### src/aki_pkg.sv
// ---------------------------------------------------------------------------
// aki_pkg
// Shared types, codes and reset constants of the adaptive keepalive block.
// ---------------------------------------------------------------------------
package aki_pkg;

  // Default widths of the interval values and the run counters.
  localparam int unsigned INTERVAL_BITS_DEF = 32;
  localparam int unsigned COUNT_BITS_DEF    = 8;

  // Fixed widths of the threshold registers, the register index and the result interval.
  localparam int unsigned THRESH_BITS = 8;
  localparam int unsigned INDEX_BITS  = 3;
  localparam int unsigned OUT_BITS    = 32;

  // Reset values of the configuration registers.
  localparam logic [63:0] MIN_INTERVAL_RST   = 64'd240000;
  localparam logic [63:0] MAX_INTERVAL_RST   = 64'd600000;
  localparam logic [63:0] STEP_SIZE_RST      = 64'd60000;
  localparam logic [63:0] CEILING_MARGIN_RST = 64'd60000;
  localparam logic [THRESH_BITS-1:0] SUCCESSES_TO_RAISE_RST = 8'd3;
  localparam logic [THRESH_BITS-1:0] FAILURES_TO_LOWER_RST  = 8'd2;
  localparam logic [THRESH_BITS-1:0] PROBE_SUCCESSES_RST    = 8'd3;

  // Event codes.
  typedef enum logic [1:0] {
    CMD_START  = 2'd0,
    CMD_END    = 2'd1,
    CMD_RESP   = 2'd2,
    CMD_EXPIRY = 2'd3
  } cmd_t;

  // Configuration register indexes.
  typedef enum logic [INDEX_BITS-1:0] {
    REG_MIN_INTERVAL       = 3'd0,
    REG_MAX_INTERVAL       = 3'd1,
    REG_STEP_SIZE          = 3'd2,
    REG_CEILING_MARGIN     = 3'd3,
    REG_SUCCESSES_TO_RAISE = 3'd4,
    REG_FAILURES_TO_LOWER  = 3'd5,
    REG_PROBE_SUCCESSES    = 3'd6
  } reg_idx_t;

  // Status bits of one result.
  typedef struct packed {
    logic send_heartbeat;
    logic timed_out;
    logic is_stable;
  } result_flags_t;

  // Single-bit session state.
  typedef struct packed {
    logic stable_flag;
    logic awaiting_reply;
  } sess_flags_t;

endpackage

### src/aki_step.sv
// ---------------------------------------------------------------------------
// aki_step
// Next-state and result logic for one keepalive event.
// ---------------------------------------------------------------------------
module aki_step #(
  parameter int unsigned INTERVAL_BITS = aki_pkg::INTERVAL_BITS_DEF,
  parameter int unsigned COUNT_BITS    = aki_pkg::COUNT_BITS_DEF
) (
  input  aki_pkg::cmd_t                  cmd,
  input  logic                           foreground,
  // Configuration.
  input  logic [INTERVAL_BITS-1:0]       min_interval,
  input  logic [INTERVAL_BITS-1:0]       max_interval,
  input  logic [INTERVAL_BITS-1:0]       step_size,
  input  logic [INTERVAL_BITS-1:0]       ceiling_margin,
  input  logic [aki_pkg::THRESH_BITS-1:0] successes_to_raise,
  input  logic [aki_pkg::THRESH_BITS-1:0] failures_to_lower,
  input  logic [aki_pkg::THRESH_BITS-1:0] probe_successes,
  // Present state.
  input  logic [INTERVAL_BITS-1:0]       current_interval,
  input  logic [COUNT_BITS-1:0]          success_run,
  input  logic [COUNT_BITS-1:0]          failure_run,
  input  logic [COUNT_BITS-1:0]          probe_seen,
  input  aki_pkg::sess_flags_t           flags,
  // Next state.
  output logic [INTERVAL_BITS-1:0]       current_interval_next,
  output logic [COUNT_BITS-1:0]          success_run_next,
  output logic [COUNT_BITS-1:0]          failure_run_next,
  output logic [COUNT_BITS-1:0]          probe_seen_next,
  output aki_pkg::sess_flags_t           flags_next,
  // Result.
  output logic [aki_pkg::OUT_BITS-1:0]   next_interval,
  output aki_pkg::result_flags_t         result
);

  // Counters and thresholds are compared at a common width.
  localparam int unsigned CMP_BITS =
    (COUNT_BITS > aki_pkg::THRESH_BITS) ? COUNT_BITS : aki_pkg::THRESH_BITS;
  localparam logic [COUNT_BITS-1:0] CNT_MAX = {COUNT_BITS{1'b1}};

  // Ceiling where the interval is held as stable; zero if the margin is too large.
  logic [INTERVAL_BITS-1:0] ceiling;
  assign ceiling = (max_interval > ceiling_margin) ? (max_interval - ceiling_margin)
                                                  : '0;

  // Success adjustment.
  logic [INTERVAL_BITS-1:0] suc_interval;
  logic [COUNT_BITS-1:0]    suc_run;
  logic                     suc_stable;
  logic [COUNT_BITS-1:0]    suc_count;
  logic [INTERVAL_BITS:0]   raise_sum;

  assign suc_count = (success_run == CNT_MAX) ? CNT_MAX : success_run + 1'b1;
  assign raise_sum = {1'b0, current_interval} + {1'b0, step_size};

  always_comb begin
    suc_interval = current_interval;
    suc_run      = suc_count;
    suc_stable   = flags.stable_flag;
    if (current_interval >= ceiling) begin
      suc_interval = ceiling;
      suc_stable   = 1'b1;
    end else if (CMP_BITS'(suc_count) >= CMP_BITS'(successes_to_raise)) begin
      // Step up, clamped to the maximum on overflow or when reaching it.
      if (raise_sum[INTERVAL_BITS] ||
          (raise_sum[INTERVAL_BITS-1:0] >= max_interval)) begin
        suc_interval = max_interval;
      end else begin
        suc_interval = raise_sum[INTERVAL_BITS-1:0];
      end
      suc_run = '0;
    end
  end

  // Failure adjustment.
  logic [INTERVAL_BITS-1:0] fail_interval;
  logic [COUNT_BITS-1:0]    fail_run;
  logic                     fail_stable;
  logic [COUNT_BITS-1:0]    fail_count;
  logic [INTERVAL_BITS-1:0] lower_diff;

  assign fail_count = (failure_run == CNT_MAX) ? CNT_MAX : failure_run + 1'b1;
  assign lower_diff = current_interval - step_size;

  always_comb begin
    fail_interval = current_interval;
    fail_run      = fail_count;
    fail_stable   = flags.stable_flag;
    if (current_interval <= min_interval) begin
      fail_interval = min_interval;
    end else if (CMP_BITS'(fail_count) >= CMP_BITS'(failures_to_lower)) begin
      if (flags.stable_flag) begin
        // A stable interval that fails drops straight to the minimum.
        fail_interval = min_interval;
        fail_stable   = 1'b0;
      end else begin
        // Step down, never below the minimum.
        if ((current_interval > step_size) && (lower_diff > min_interval)) begin
          fail_interval = lower_diff;
        end else begin
          fail_interval = min_interval;
        end
        fail_stable = 1'b1;
      end
      fail_run = '0;
    end
  end

  // Event decode.
  logic                     ok;
  logic [COUNT_BITS-1:0]    probe_inc;
  logic [INTERVAL_BITS-1:0] result_interval;

  assign ok        = !flags.awaiting_reply;
  assign probe_inc = (probe_seen == CNT_MAX) ? CNT_MAX : probe_seen + 1'b1;

  always_comb begin
    current_interval_next = current_interval;
    success_run_next      = success_run;
    failure_run_next      = failure_run;
    probe_seen_next       = probe_seen;
    flags_next            = flags;
    result_interval       = '0;
    result.send_heartbeat = 1'b0;
    result.timed_out      = 1'b0;
    unique case (cmd)
      aki_pkg::CMD_START: begin
        probe_seen_next           = '0;
        flags_next.awaiting_reply = 1'b1;
        result_interval           = current_interval;
      end
      aki_pkg::CMD_END: begin
        if (flags.awaiting_reply) begin
          current_interval_next  = fail_interval;
          failure_run_next       = fail_run;
          flags_next.stable_flag = fail_stable;
        end
        flags_next.awaiting_reply = 1'b0;
        success_run_next          = '0;
        probe_seen_next           = '0;
      end
      aki_pkg::CMD_RESP: begin
        flags_next.awaiting_reply = 1'b0;
      end
      aki_pkg::CMD_EXPIRY: begin
        result.send_heartbeat = ok;
        result.timed_out      = !ok;
        if (foreground) begin
          result_interval = ok ? min_interval : '0;
        end else begin
          if (ok) begin
            probe_seen_next = probe_inc;
          end
          // Adjustments start only once the probe phase has passed.
          if (CMP_BITS'(probe_seen_next) > CMP_BITS'(probe_successes)) begin
            if (ok) begin
              current_interval_next  = suc_interval;
              success_run_next       = suc_run;
              failure_run_next       = '0;
              flags_next.stable_flag = suc_stable;
            end else begin
              current_interval_next  = fail_interval;
              success_run_next       = '0;
              failure_run_next       = fail_run;
              flags_next.stable_flag = fail_stable;
            end
          end
          flags_next.awaiting_reply = ok;
          result_interval           = ok ? current_interval_next : '0;
        end
      end
      default: begin
      end
    endcase
    result.is_stable = flags_next.stable_flag;
  end

  // The result interval is shown at its fixed port width.
  logic [63:0] result_wide;
  assign result_wide      = 64'(result_interval);
  assign next_interval    = result_wide[aki_pkg::OUT_BITS-1:0];

endmodule

### src/adaptive_keepalive_interval.sv
// ---------------------------------------------------------------------------
// adaptive_keepalive_interval
// Keepalive interval adaptation from heartbeat outcomes.
// ---------------------------------------------------------------------------
// Usage:
//   Events (cmd, foreground) enter on the in_valid/in_ready channel; each
//   event yields exactly one result (next_interval, send_heartbeat,
//   timed_out, is_stable_now) on the out_valid/out_ready channel.
//   Configuration registers are written over cfg_valid/cfg_ready with
//   cfg_index and cfg_data; cfg_ready is always high and unknown indexes
//   are dropped. Write registers only while no event is in flight.
// Timing:
//   An event is registered in the input register on acceptance and is
//   evaluated against the session state there; its result is registered
//   in the result register once that register is free. One event per cycle
//   is sustained while out_ready is high; the session state is a single
//   register set updated once per event.
// Reset:
//   rst restores the default configuration, sets the interval to the
//   default minimum and clears all counters, flags and pending transactions.
// Backpressure:
//   While out_ready is low the result holds; one more event waits in the
//   input register, after which in_ready drops.
// ---------------------------------------------------------------------------
module adaptive_keepalive_interval #(
  parameter int unsigned INTERVAL_BITS = aki_pkg::INTERVAL_BITS_DEF,
  parameter int unsigned COUNT_BITS    = aki_pkg::COUNT_BITS_DEF
) (
  input  logic                             clk,
  input  logic                             rst,
  // Configuration channel.
  input  logic                             cfg_valid,
  output logic                             cfg_ready,
  input  logic [aki_pkg::INDEX_BITS-1:0]   cfg_index,
  input  logic [INTERVAL_BITS-1:0]         cfg_data,
  // Event channel.
  input  logic                             in_valid,
  output logic                             in_ready,
  input  logic [1:0]                       cmd,
  input  logic                             foreground,
  // Result channel.
  output logic                             out_valid,
  input  logic                             out_ready,
  output logic [aki_pkg::OUT_BITS-1:0]     next_interval,
  output logic                             send_heartbeat,
  output logic                             timed_out,
  output logic                             is_stable_now
);

  // Configuration registers.
  logic [INTERVAL_BITS-1:0]          min_interval;
  logic [INTERVAL_BITS-1:0]          max_interval;
  logic [INTERVAL_BITS-1:0]          step_size;
  logic [INTERVAL_BITS-1:0]          ceiling_margin;
  logic [aki_pkg::THRESH_BITS-1:0]   successes_to_raise;
  logic [aki_pkg::THRESH_BITS-1:0]   failures_to_lower;
  logic [aki_pkg::THRESH_BITS-1:0]   probe_successes;

  assign cfg_ready = 1'b1;

  always_ff @(posedge clk) begin
    if (rst) begin
      min_interval       <= INTERVAL_BITS'(aki_pkg::MIN_INTERVAL_RST);
      max_interval       <= INTERVAL_BITS'(aki_pkg::MAX_INTERVAL_RST);
      step_size          <= INTERVAL_BITS'(aki_pkg::STEP_SIZE_RST);
      ceiling_margin     <= INTERVAL_BITS'(aki_pkg::CEILING_MARGIN_RST);
      successes_to_raise <= aki_pkg::SUCCESSES_TO_RAISE_RST;
      failures_to_lower  <= aki_pkg::FAILURES_TO_LOWER_RST;
      probe_successes    <= aki_pkg::PROBE_SUCCESSES_RST;
    end else if (cfg_valid && cfg_ready) begin
      unique case (cfg_index)
        aki_pkg::REG_MIN_INTERVAL:       min_interval       <= cfg_data;
        aki_pkg::REG_MAX_INTERVAL:       max_interval       <= cfg_data;
        aki_pkg::REG_STEP_SIZE:          step_size          <= cfg_data;
        aki_pkg::REG_CEILING_MARGIN:     ceiling_margin     <= cfg_data;
        aki_pkg::REG_SUCCESSES_TO_RAISE:
          successes_to_raise <= cfg_data[aki_pkg::THRESH_BITS-1:0];
        aki_pkg::REG_FAILURES_TO_LOWER:
          failures_to_lower  <= cfg_data[aki_pkg::THRESH_BITS-1:0];
        aki_pkg::REG_PROBE_SUCCESSES:
          probe_successes    <= cfg_data[aki_pkg::THRESH_BITS-1:0];
        default: begin
        end
      endcase
    end
  end

  // Pipeline control: the evaluate stage advances when the result register is free.
  logic in_full;
  logic advance;

  assign advance  = !out_valid || out_ready;
  assign in_ready = !in_full || advance;

  // Input register.
  aki_pkg::cmd_t in_cmd;
  logic          in_fg;

  always_ff @(posedge clk) begin
    if (rst) begin
      in_full <= 1'b0;
    end else if (in_ready) begin
      in_full <= in_valid;
    end
  end

  always_ff @(posedge clk) begin
    if (in_valid && in_ready) begin
      in_cmd <= aki_pkg::cmd_t'(cmd);
      in_fg  <= foreground;
    end
  end

  // Session state.
  logic [INTERVAL_BITS-1:0] current_interval;
  logic [COUNT_BITS-1:0]    success_run;
  logic [COUNT_BITS-1:0]    failure_run;
  logic [COUNT_BITS-1:0]    probe_seen;
  aki_pkg::sess_flags_t     flags;

  logic [INTERVAL_BITS-1:0] current_interval_next;
  logic [COUNT_BITS-1:0]    success_run_next;
  logic [COUNT_BITS-1:0]    failure_run_next;
  logic [COUNT_BITS-1:0]    probe_seen_next;
  aki_pkg::sess_flags_t     flags_next;

  logic [aki_pkg::OUT_BITS-1:0] step_interval;
  aki_pkg::result_flags_t       step_result;

  aki_step #(
    .INTERVAL_BITS (INTERVAL_BITS),
    .COUNT_BITS    (COUNT_BITS)
  ) u_step (
    .cmd                   (in_cmd),
    .foreground            (in_fg),
    .min_interval          (min_interval),
    .max_interval          (max_interval),
    .step_size             (step_size),
    .ceiling_margin        (ceiling_margin),
    .successes_to_raise    (successes_to_raise),
    .failures_to_lower     (failures_to_lower),
    .probe_successes       (probe_successes),
    .current_interval      (current_interval),
    .success_run           (success_run),
    .failure_run           (failure_run),
    .probe_seen            (probe_seen),
    .flags                 (flags),
    .current_interval_next (current_interval_next),
    .success_run_next      (success_run_next),
    .failure_run_next      (failure_run_next),
    .probe_seen_next       (probe_seen_next),
    .flags_next            (flags_next),
    .next_interval         (step_interval),
    .result                (step_result)
  );

  // State update, once per evaluated event.
  always_ff @(posedge clk) begin
    if (rst) begin
      current_interval <= INTERVAL_BITS'(aki_pkg::MIN_INTERVAL_RST);
      success_run      <= '0;
      failure_run      <= '0;
      probe_seen       <= '0;
      flags            <= '0;
    end else if (in_full && advance) begin
      current_interval <= current_interval_next;
      success_run      <= success_run_next;
      failure_run      <= failure_run_next;
      probe_seen       <= probe_seen_next;
      flags            <= flags_next;
    end
  end

  // Result register.
  always_ff @(posedge clk) begin
    if (rst) begin
      out_valid <= 1'b0;
    end else if (advance) begin
      out_valid <= in_full;
    end
  end

  always_ff @(posedge clk) begin
    if (in_full && advance) begin
      next_interval  <= step_interval;
      send_heartbeat <= step_result.send_heartbeat;
      timed_out      <= step_result.timed_out;
      is_stable_now  <= step_result.is_stable;
    end
  end

  // Checks on the block's own logic.
  a_stall_only_when_full: assert property (@(posedge clk) disable iff (rst)
    !in_ready |-> (in_full && out_valid && !out_ready))
    else $error("event channel stalled while a stage was free");

  a_timeout_zero: assert property (@(posedge clk) disable iff (rst)
    (out_valid && timed_out) |-> (next_interval == '0 && !send_heartbeat))
    else $error("timeout result carries an interval or a heartbeat");

  a_result_from_input: assert property (@(posedge clk) disable iff (rst)
    ($rose(out_valid)) |-> $past(in_full))
    else $error("result appeared without an event in the input register");

  a_reset_empty: assert property (@(posedge clk)
    rst |=> (!out_valid && !in_full))
    else $error("pipeline not empty after reset");

endmodule

### config.mk
export PLATFORM = sky130hd
export DESIGN_NAME = adaptive_keepalive_interval
export DESIGN_NICKNAME = d
export VERILOG_FILES = /design/src/aki_pkg.sv /design/src/aki_step.sv /design/src/adaptive_keepalive_interval.sv
export SDC_FILE = /design/constraint.sdc
export NUM_CORES = 1
export LEC_CHECK = 0
export ABC_AREA = 1
export BUFFER_PORTS_ARGS = -buffer_cell sky130_fd_sc_hd__clkbuf_2
export CORE_MARGIN = 3
export CORE_UTILIZATION = 49
export DETAILED_ROUTE_END_ITERATION = 8
export PLACE_DENSITY = 0.69
export SLEW_MARGIN = 5
export SYNTH_ARGS = -nofsm -noshare
export SYNTH_HDL_FRONTEND = slang
export SYNTH_SLANG_ARGS = --single-unit
export TNS_END_PERCENT = 1
### constraint.sdc
create_clock -name clk -period 4.1 [get_ports clk]
set_clock_uncertainty 0.15 [all_clocks]
set_input_delay 0.615 -clock clk [delete_from_list [all_inputs] [get_ports clk]]
set_output_delay 0.615 -clock clk [all_outputs]
set_load 0.05 [all_outputs]
## Word level (Yosys, flattened, before mapping)

Index checks and enable logic that the tools add are counted.

| word-level totals | value |
|---|---|
| logic and storage cells | 126 |
| input bits | 43 |
| flip-flop bits (word level) | 250 |
| output and inout port bits | 38 |

| operators by class | value |
|---|---|
| mux-type cells | 48 |
| eq/ne operators | 15 |
| add/subtract/negate cells | 6 |
| magnitude comparators | 9 |
| reductions and logical operators | 27 |

Operators by type and width:

| kind | count |
|---|---|
| $mux 32 | 15 |
| $mux 8 | 18 |
| $pmux 32 s2 | 2 |
| $gt 32x32->1 | 3 |
| $ge 32x32->1 | 2 |
| $sub 32x32->32 | 2 |
| $pmux 8 s2 | 3 |
| $add 32x32->33 | 1 |
| $le 32x32->1 | 1 |
| $add 8x1->8 const B | 3 |
| $eq 8x8->1 const B | 3 |
| $ge 8x8->1 | 2 |
| $reduce_and 2->1 | 8 |
| $eq 3x3->1 const B | 3 |
| $gt 8x8->1 | 1 |
| $reduce_and 4->1 | 2 |
| $mux 1 | 7 |
| $eq 3x2->1 const B | 2 |
| $reduce_and 5->1 | 1 |
| $eq 2x2->1 const B | 2 |
| $ne 2x2->1 const B | 2 |
| $reduce_bool 2->1 | 2 |
| $reduce_or 2->1 | 2 |
| $eq 3x1->1 const B | 1 |
| 11 further kinds | 17 |

## Depth between registers and ports, before layout

| depth | value |
|---|---|
| depth in word-level cells | 12 |
| depth in mapped cells | 37 |
| mapped depth without buffers | 36 |

## Modules after synthesis

A second synthesis with hierarchy kept.

| second synthesis, totals | value |
|---|---|
| cell total of the unflattened synthesis | 4496 |
| area, all modules | 26213.9 um^2 |

Modules (own cells, without submodules):

| module | instances | cells each | area an instance (um^2) | sequential area each (um^2) |
|---|---|---|---|---|
| aki_step | 1 | 3299 | 16804.9 | 0.0 |
| adaptive_keepalive_interval | 1 | 1197 | 9409.0 | 5385.2 |

## Worst setup path after synthesis

OpenSTA, ideal clock, no wires.

| timing | value |
|---|---|
| path type | register to register |
| from | register max_interval[0] |
| to | register next_interval[6] (netlist name) (data pin) |
| path slack | -0.210 ns |
| data arrival time | 3.890 ns |
| buffers on the path | 3 |
| cell stages (with the launch flop) | 33 |
| period minus slack after synthesis | 4.310 ns |
| cell sequence | dfxtp_1 inv_1 ha_1 inv_1 fa_1 nand2_1 o21ai_1 nand2_1 nand3_1 nand3_1 nand2_1 nand2_1 nand2_1 nand2_1 inv_1 buf_2 nand3_1 ha_1 nand2_1 nor2_1 nand2_1 nor4_1 nand4_1 nand3_1 buf_2 clkbuf_1 a21oi_1 o21ai_1 o21ai_0 nand2_1 nand3_1 nand3_1 a21oi_1 |

| on the way | value |
|---|---|
| cells in the longest elaborated chain, start to end | 10 |
| elaborated cells between the ends (all ways) | 14 |
| classes of those cells | 1 x add/sub; 3 x order compare; 9 x mux; 1 x reduce/logical |

RTL lines:

| element | line | text |
|---|---|---|
| start, declared | adaptive_keepalive_interval.sv:52 | `logic [INTERVAL_BITS-1:0] max_interval;` |
| start signal, assigned | adaptive_keepalive_interval.sv:64 | `max_interval <= INTERVAL_BITS'(aki_pkg::MAX_INTERVAL_RST);` |
| start signal, assigned | adaptive_keepalive_interval.sv:73 | `aki_pkg::REG_MAX_INTERVAL: max_interval <= cfg_data;` |
| branches (longest 4 deep; another with $sub 32x32->32) | n/a |  |
| $mux 32 * | aki_step.sv:60 | `if (current_interval >= ceiling) begin` |
| $mux 32 * | aki_step.sv:156 | `if (ok) begin` |
| $mux 32 * | aki_step.sv:155 | `if (CMP_BITS'(probe_seen_next) > CMP_BITS'(probe_successes)) begin` |
| $mux 32 * | aki_step.sv:169 | `result_interval = ok ? current_interval_next : '0;` |
| $mux 32 * | aki_step.sv:148 | `if (foreground) begin` |
| $pmux 32 s2 * | aki_step.sv:126 | `unique case (cmd)` |
| via step_interval (one bit) | adaptive_keepalive_interval.sv:127 | `logic [aki_pkg::OUT_BITS-1:0] step_interval;` |
| end signal, assigned | adaptive_keepalive_interval.sv:185 | `next_interval <= step_interval;` |
| end, declared | adaptive_keepalive_interval.sv:44 | `output logic [aki_pkg::OUT_BITS-1:0] next_interval,` |

Mark *: on every way through the listed nets, which the timed path passes.
A chain may end at the register's enable or synchronous reset.

## Worst setup path after layout

| timing | value |
|---|---|
| from | register step_size[12] |
| to | register next_interval[3] (netlist name) (data pin) |

| on the way | value |
|---|---|
| cells in the longest elaborated chain, start to end | 12 |
| elaborated cells between the ends (all ways) | 19 |
| classes of those cells | 2 x add/sub; 3 x order compare; 12 x mux; 2 x reduce/logical |

RTL lines:

| element | line | text |
|---|---|---|
| start, declared | adaptive_keepalive_interval.sv:53 | `logic [INTERVAL_BITS-1:0] step_size;` |
| start signal, assigned | adaptive_keepalive_interval.sv:65 | `step_size <= INTERVAL_BITS'(aki_pkg::STEP_SIZE_RST);` |
| start signal, assigned | adaptive_keepalive_interval.sv:74 | `aki_pkg::REG_STEP_SIZE: step_size <= cfg_data;` |
| $sub 32x32->32 | aki_step.sv:83 | `assign lower_diff = current_interval - step_size;` |
| $gt 32x32->1 | aki_step.sv:98 | `if ((current_interval > step_size) && (lower_diff > min_interval)) begin` |
| $logic_and 1x1->1 | aki_step.sv:98 |  |
| $mux 32 | aki_step.sv:98 |  |
| $mux 32 | aki_step.sv:92 | `if (flags.stable_flag) begin` |
| $mux 32 | aki_step.sv:91 | `end else if (CMP_BITS'(fail_count) >= CMP_BITS'(failures_to_lower)) begin` |
| $mux 32 | aki_step.sv:89 | `if (current_interval <= min_interval) begin` |
| $mux 32 * | aki_step.sv:156 |  |
| $mux 32 * | aki_step.sv:155 |  |
| $mux 32 * | aki_step.sv:169 |  |
| $mux 32 * | aki_step.sv:148 |  |
| $pmux 32 s2 * | aki_step.sv:126 |  |
| via step_interval (one bit) | adaptive_keepalive_interval.sv:127 |  |

Mark *: on every way through the listed nets, which the timed path passes. The rest lies on a longest branch.

==> results.sh <==
export IMPL_synth_edf_count=38
export IMPL_antenna_found_initial=3
export IMPL_yosysTopAreaCell="dfxtp_1"
export IMPL_yosys_top_cells_area="dfxtp_1, nand2_1, ha_1"
export IMPL_area_growth_syn_to_layout_pct=37.26
export IMPL_crit_path_max_incr_delay_ns=0.32
export IMPL_holdPathStages=1
export IMPL_total_power_mw=10.82
export IMPL_path_max_fanout=8
export IMPL_fin_nets=4738
export IMPL_viasPerCell=5.678
export IMPL_vias=28780
export IMPL_max_cap_violations=0
export IMPL_core_mm2=0.04665
export IMPL_ant_nets=0
export IMPL_drt_pass1_iterations=6
export IMPL_routabilityCongestion=1.102
export IMPL_yosysSeqAreaShare_pct=23.19
export IMPL_clk_pin_slew_ns=0.06
export IMPL_cts_tree="done"
export IMPL_cts_hold_buf=0
export IMPL_layout_setup_ws_ns=-0.6916
export IMPL_ys_top_cells_by_count="nand2_1, inv_1, a21oi_1"
export IMPL_timing_rr_end="next_interval[3]$_DFFE_PP_"
export IMPL_regArea_mm2=0.005406
export IMPL_root_buffer="clkbuf_16"
export IMPL_grt_usage_pct=40.85
export IMPL_htreeDepth=1
export IMPL_critPathCapture="next_interval[3]$_DFFE_PP_"
export IMPL_synth_warnings=0
export IMPL_syn_instance_count=3772
export IMPL_clkSinkCount=250
export IMPL_start_util_pct=49.77
export IMPL_drtIter0Drc=3368
export IMPL_dieHeight_um=223.7
export IMPL_reg2reg_slack_ns=-0.69
export IMPL_crit_path_start="step_size[12]$_SDFFE_PP0P_"
export IMPL_slew_headroom_pct=38.12
export IMPL_setup_viol=74
export IMPL_ir_worst_vdd_mv=0.3681
export IMPL_pin_count=81
export IMPL_min_delay_start="cmd[1]"
export IMPL_syn_nets=4073
export IMPL_reg2reg_from="step_size[12]$_SDFFE_PP0P_"
export IMPL_cp_data_arrival_time_ns=5.09
export IMPL_slowest_stage="dfxtp_2"
export IMPL_tightest_slew_ns=0.9272
export IMPL_status="complete, but fails checks"
export IMPL_clk_latency_ns=0.62
export IMPL_grt_pass1_vias=26010
export IMPL_drive_above_1_share_pct=26.79
export IMPL_fin_crit_ns=4.792
export IMPL_hold_viol=0
export IMPL_syn_avg_cell_area_um2=6.156
export IMPL_row_count=79
export IMPL_final_period_utilization_pct=116.9
export IMPL_dieArea_mm2=0.05004
export IMPL_worstPathRequired_ns=4.40
export IMPL_grt_pass1_wl_um=156100
export IMPL_clockBufferDepth=3
export IMPL_leakage_nw=15.97
export IMPL_overflow=0
export IMPL_syn_area_mm2=0.02322
export IMPL_fmax_ghz=0.2087
export IMPL_worstSetupEndpointType="register"
export IMPL_ff2ff_path_depth=34
export IMPL_path_class="reg2reg"
export IMPL_failed_checks="negative setup slack"
export IMPL_post_synth_top_count_cell="nand2_1"
export IMPL_synth_distinct_cells=49
export IMPL_fillers=4298
export IMPL_cts_made_buffers=31
export IMPL_hpwlAfterDp_um=82890
export IMPL_ys_flop_type="dfxtp_1"
export IMPL_rsz0062_at_grt="true"
export IMPL_numPortBuffers=79
export IMPL_setup_tns_ns=-35.02
export IMPL_worstHoldPathType="in2reg"
export IMPL_synth_async_sr_flop_share_pct=0
export IMPL_multi_input_area_mm2=0.01681
export IMPL_route_detailed_drc=0
export IMPL_drv_slew=0
export IMPL_ys_ff_latch=250
export IMPL_grt_max_degree=75
export IMPL_synth_top_cell_area_share_pct=18.28
export IMPL_power_density_mw_per_mm2=339.5
export IMPL_path_common_cell="nand2_1"
export IMPL_wl_per_cell_um=21.23
export IMPL_wl_um=107600
export IMPL_die_w_um=223.7
export IMPL_worstSetupStartpointType="register"
-- layer usage --
layer / wire (um) / share of wire (%) / up-vias / GRT usage (%)
met3: 11440 / 11 / 422 / 7.299
met4: 9304 / 8.6 / 4 / 26.99
li1: - / - / 13660 / -
met5: 23 / 0.021 / - / 0
met2: 45640 / 42 / 1693 / 63.27
met1: 41230 / 38 / 13000 / 52.33
-- worst min path at each step --
| stage | end | slack (ns) |
|---|---|---|
| finish | in_cmd[1]$_DFFE_PP_ | 0.02 |
| global route | in_cmd[1]$_DFFE_PP_ | 0.02 |
| CTS | in_cmd[1]$_DFFE_PP_ | 0.02 |
| detailed placement | ceiling_margin[19]$_SDFFE_PP0P_ | 0.30 |
| global placement | ceiling_margin[19]$_SDFFE_PP0P_ | 0.30 |
| floorplan | ceiling_margin[10]$_SDFFE_PP0P_ | 0.28 |
-- cell families (layout without fill, tap and decap cells) --
logic type | after synthesis | in the layout | share of synthesized area [%]
and+or+nand+nor | 1691 | 1691 | 30.01
adders and majority gates | 258 | 258 | 14.00
other | 1 | 3 | 0.01615
buffers and inverters | 686 | 1374 | 11.45
AOI/OAI and AO/OA | 831 | 831 | 19.27
DFF | 250 | 250 | 23.19
xor gates and xnor gates | 55 | 55 | 2.074
-- cell type report --
cell class | instances | area share (%)
multi-input cells | 2836 | 52.74
clock inverters | 13 | 0.4318
flip-flops and latches | 250 | 16.96
well taps | 607 | 2.383
diodes | 2 | 0.01570
repair buffers | 772 | 18.32
clock buffers | 43 | 2.701
inverters | 546 | 6.453
-- worst max-delay path, delay by kind of cell (launching register included) --
kind            cells  cell delay (ns)
compound gates      6             0.88
fa+ha+maj           2             0.58
buf+inv             8             0.90
flops               1             0.32
simple gates       18             1.78
-- sequential cells by signal, indices dropped and copies added (netlist names), 2 cells and up --
name / cells
step_size: 32
current_interval: 32
max_interval: 32
failure_run: 8
failures_to_lower: 8
min_interval: 32
successes_to_raise: 8
probe_successes: 8
ceiling_margin: 32
flags: 2
in_cmd: 2
success_run: 8
probe_seen: 8
next_interval: 32
-- timing repair --
item | in CTS | in global routing
pin swaps | 26 | 84
endpoints found under the setup margin | 74 | 82
gates resized for setup | 166 | 257
gates cloned | 3 | 2
buffers inserted | 6 | 19
-- cell usage in the layout (no fill, tap or decap), types with 15 or more instances in the layout --
cell | netlist | routed
o21a_1 | 17 | 17
clkbuf_16 | 0 | 33
nand4_1 | 40 | 40
ha_1 | 255 | 212
nand3_2 | 0 | 34
clkbuf_2 | 1 | 79
a21o_1 | 15 | 15
edfxtp_1 | 38 | 38
nor2_1 | 272 | 222
o21ai_1 | 21 | 40
buf_4 | 6 | 668
inv_1 | 540 | 527
ha_4 | 0 | 36
nand3_1 | 253 | 212
o22ai_1 | 21 | 21
a21oi_1 | 431 | 362
dfxtp_1 | 212 | 197
nand2_1 | 1053 | 990
nand2_2 | 13 | 68
o211ai_1 | 37 | 37
nor2_2 | 4 | 45
xor2_1 | 46 | 42
a21oi_2 | 1 | 63
o21ai_0 | 252 | 219
-- where the power goes --
group / switching [mW] / internal, mW
sequential: 0.0602 / 2.58
clock: 1.24 / 1.59
combinational: 3.24 / 2.12
-- metrics by stage --
stage | instances | hold slack [ns] | area (um^2) | setup WS [ns] | utilization (%)
after floorplan | 3772 | 0.2831 | 23240 | -0.04285 | -
after global placement | 4983 | 0.2972 | 28880 | -0.8327 | 61.90
after detailed placement | 4983 | 0.3011 | 28880 | -0.9437 | 61.90
after CTS | 5048 | 0.02399 | 30620 | -0.5719 | 65.64
after global routing | 5067 | 0.01816 | 31870 | -0.8436 | 68.31
final | 5069 | 0.02214 | 31880 | -0.6916 | 68.32
(Power assumes the default switching activity.)
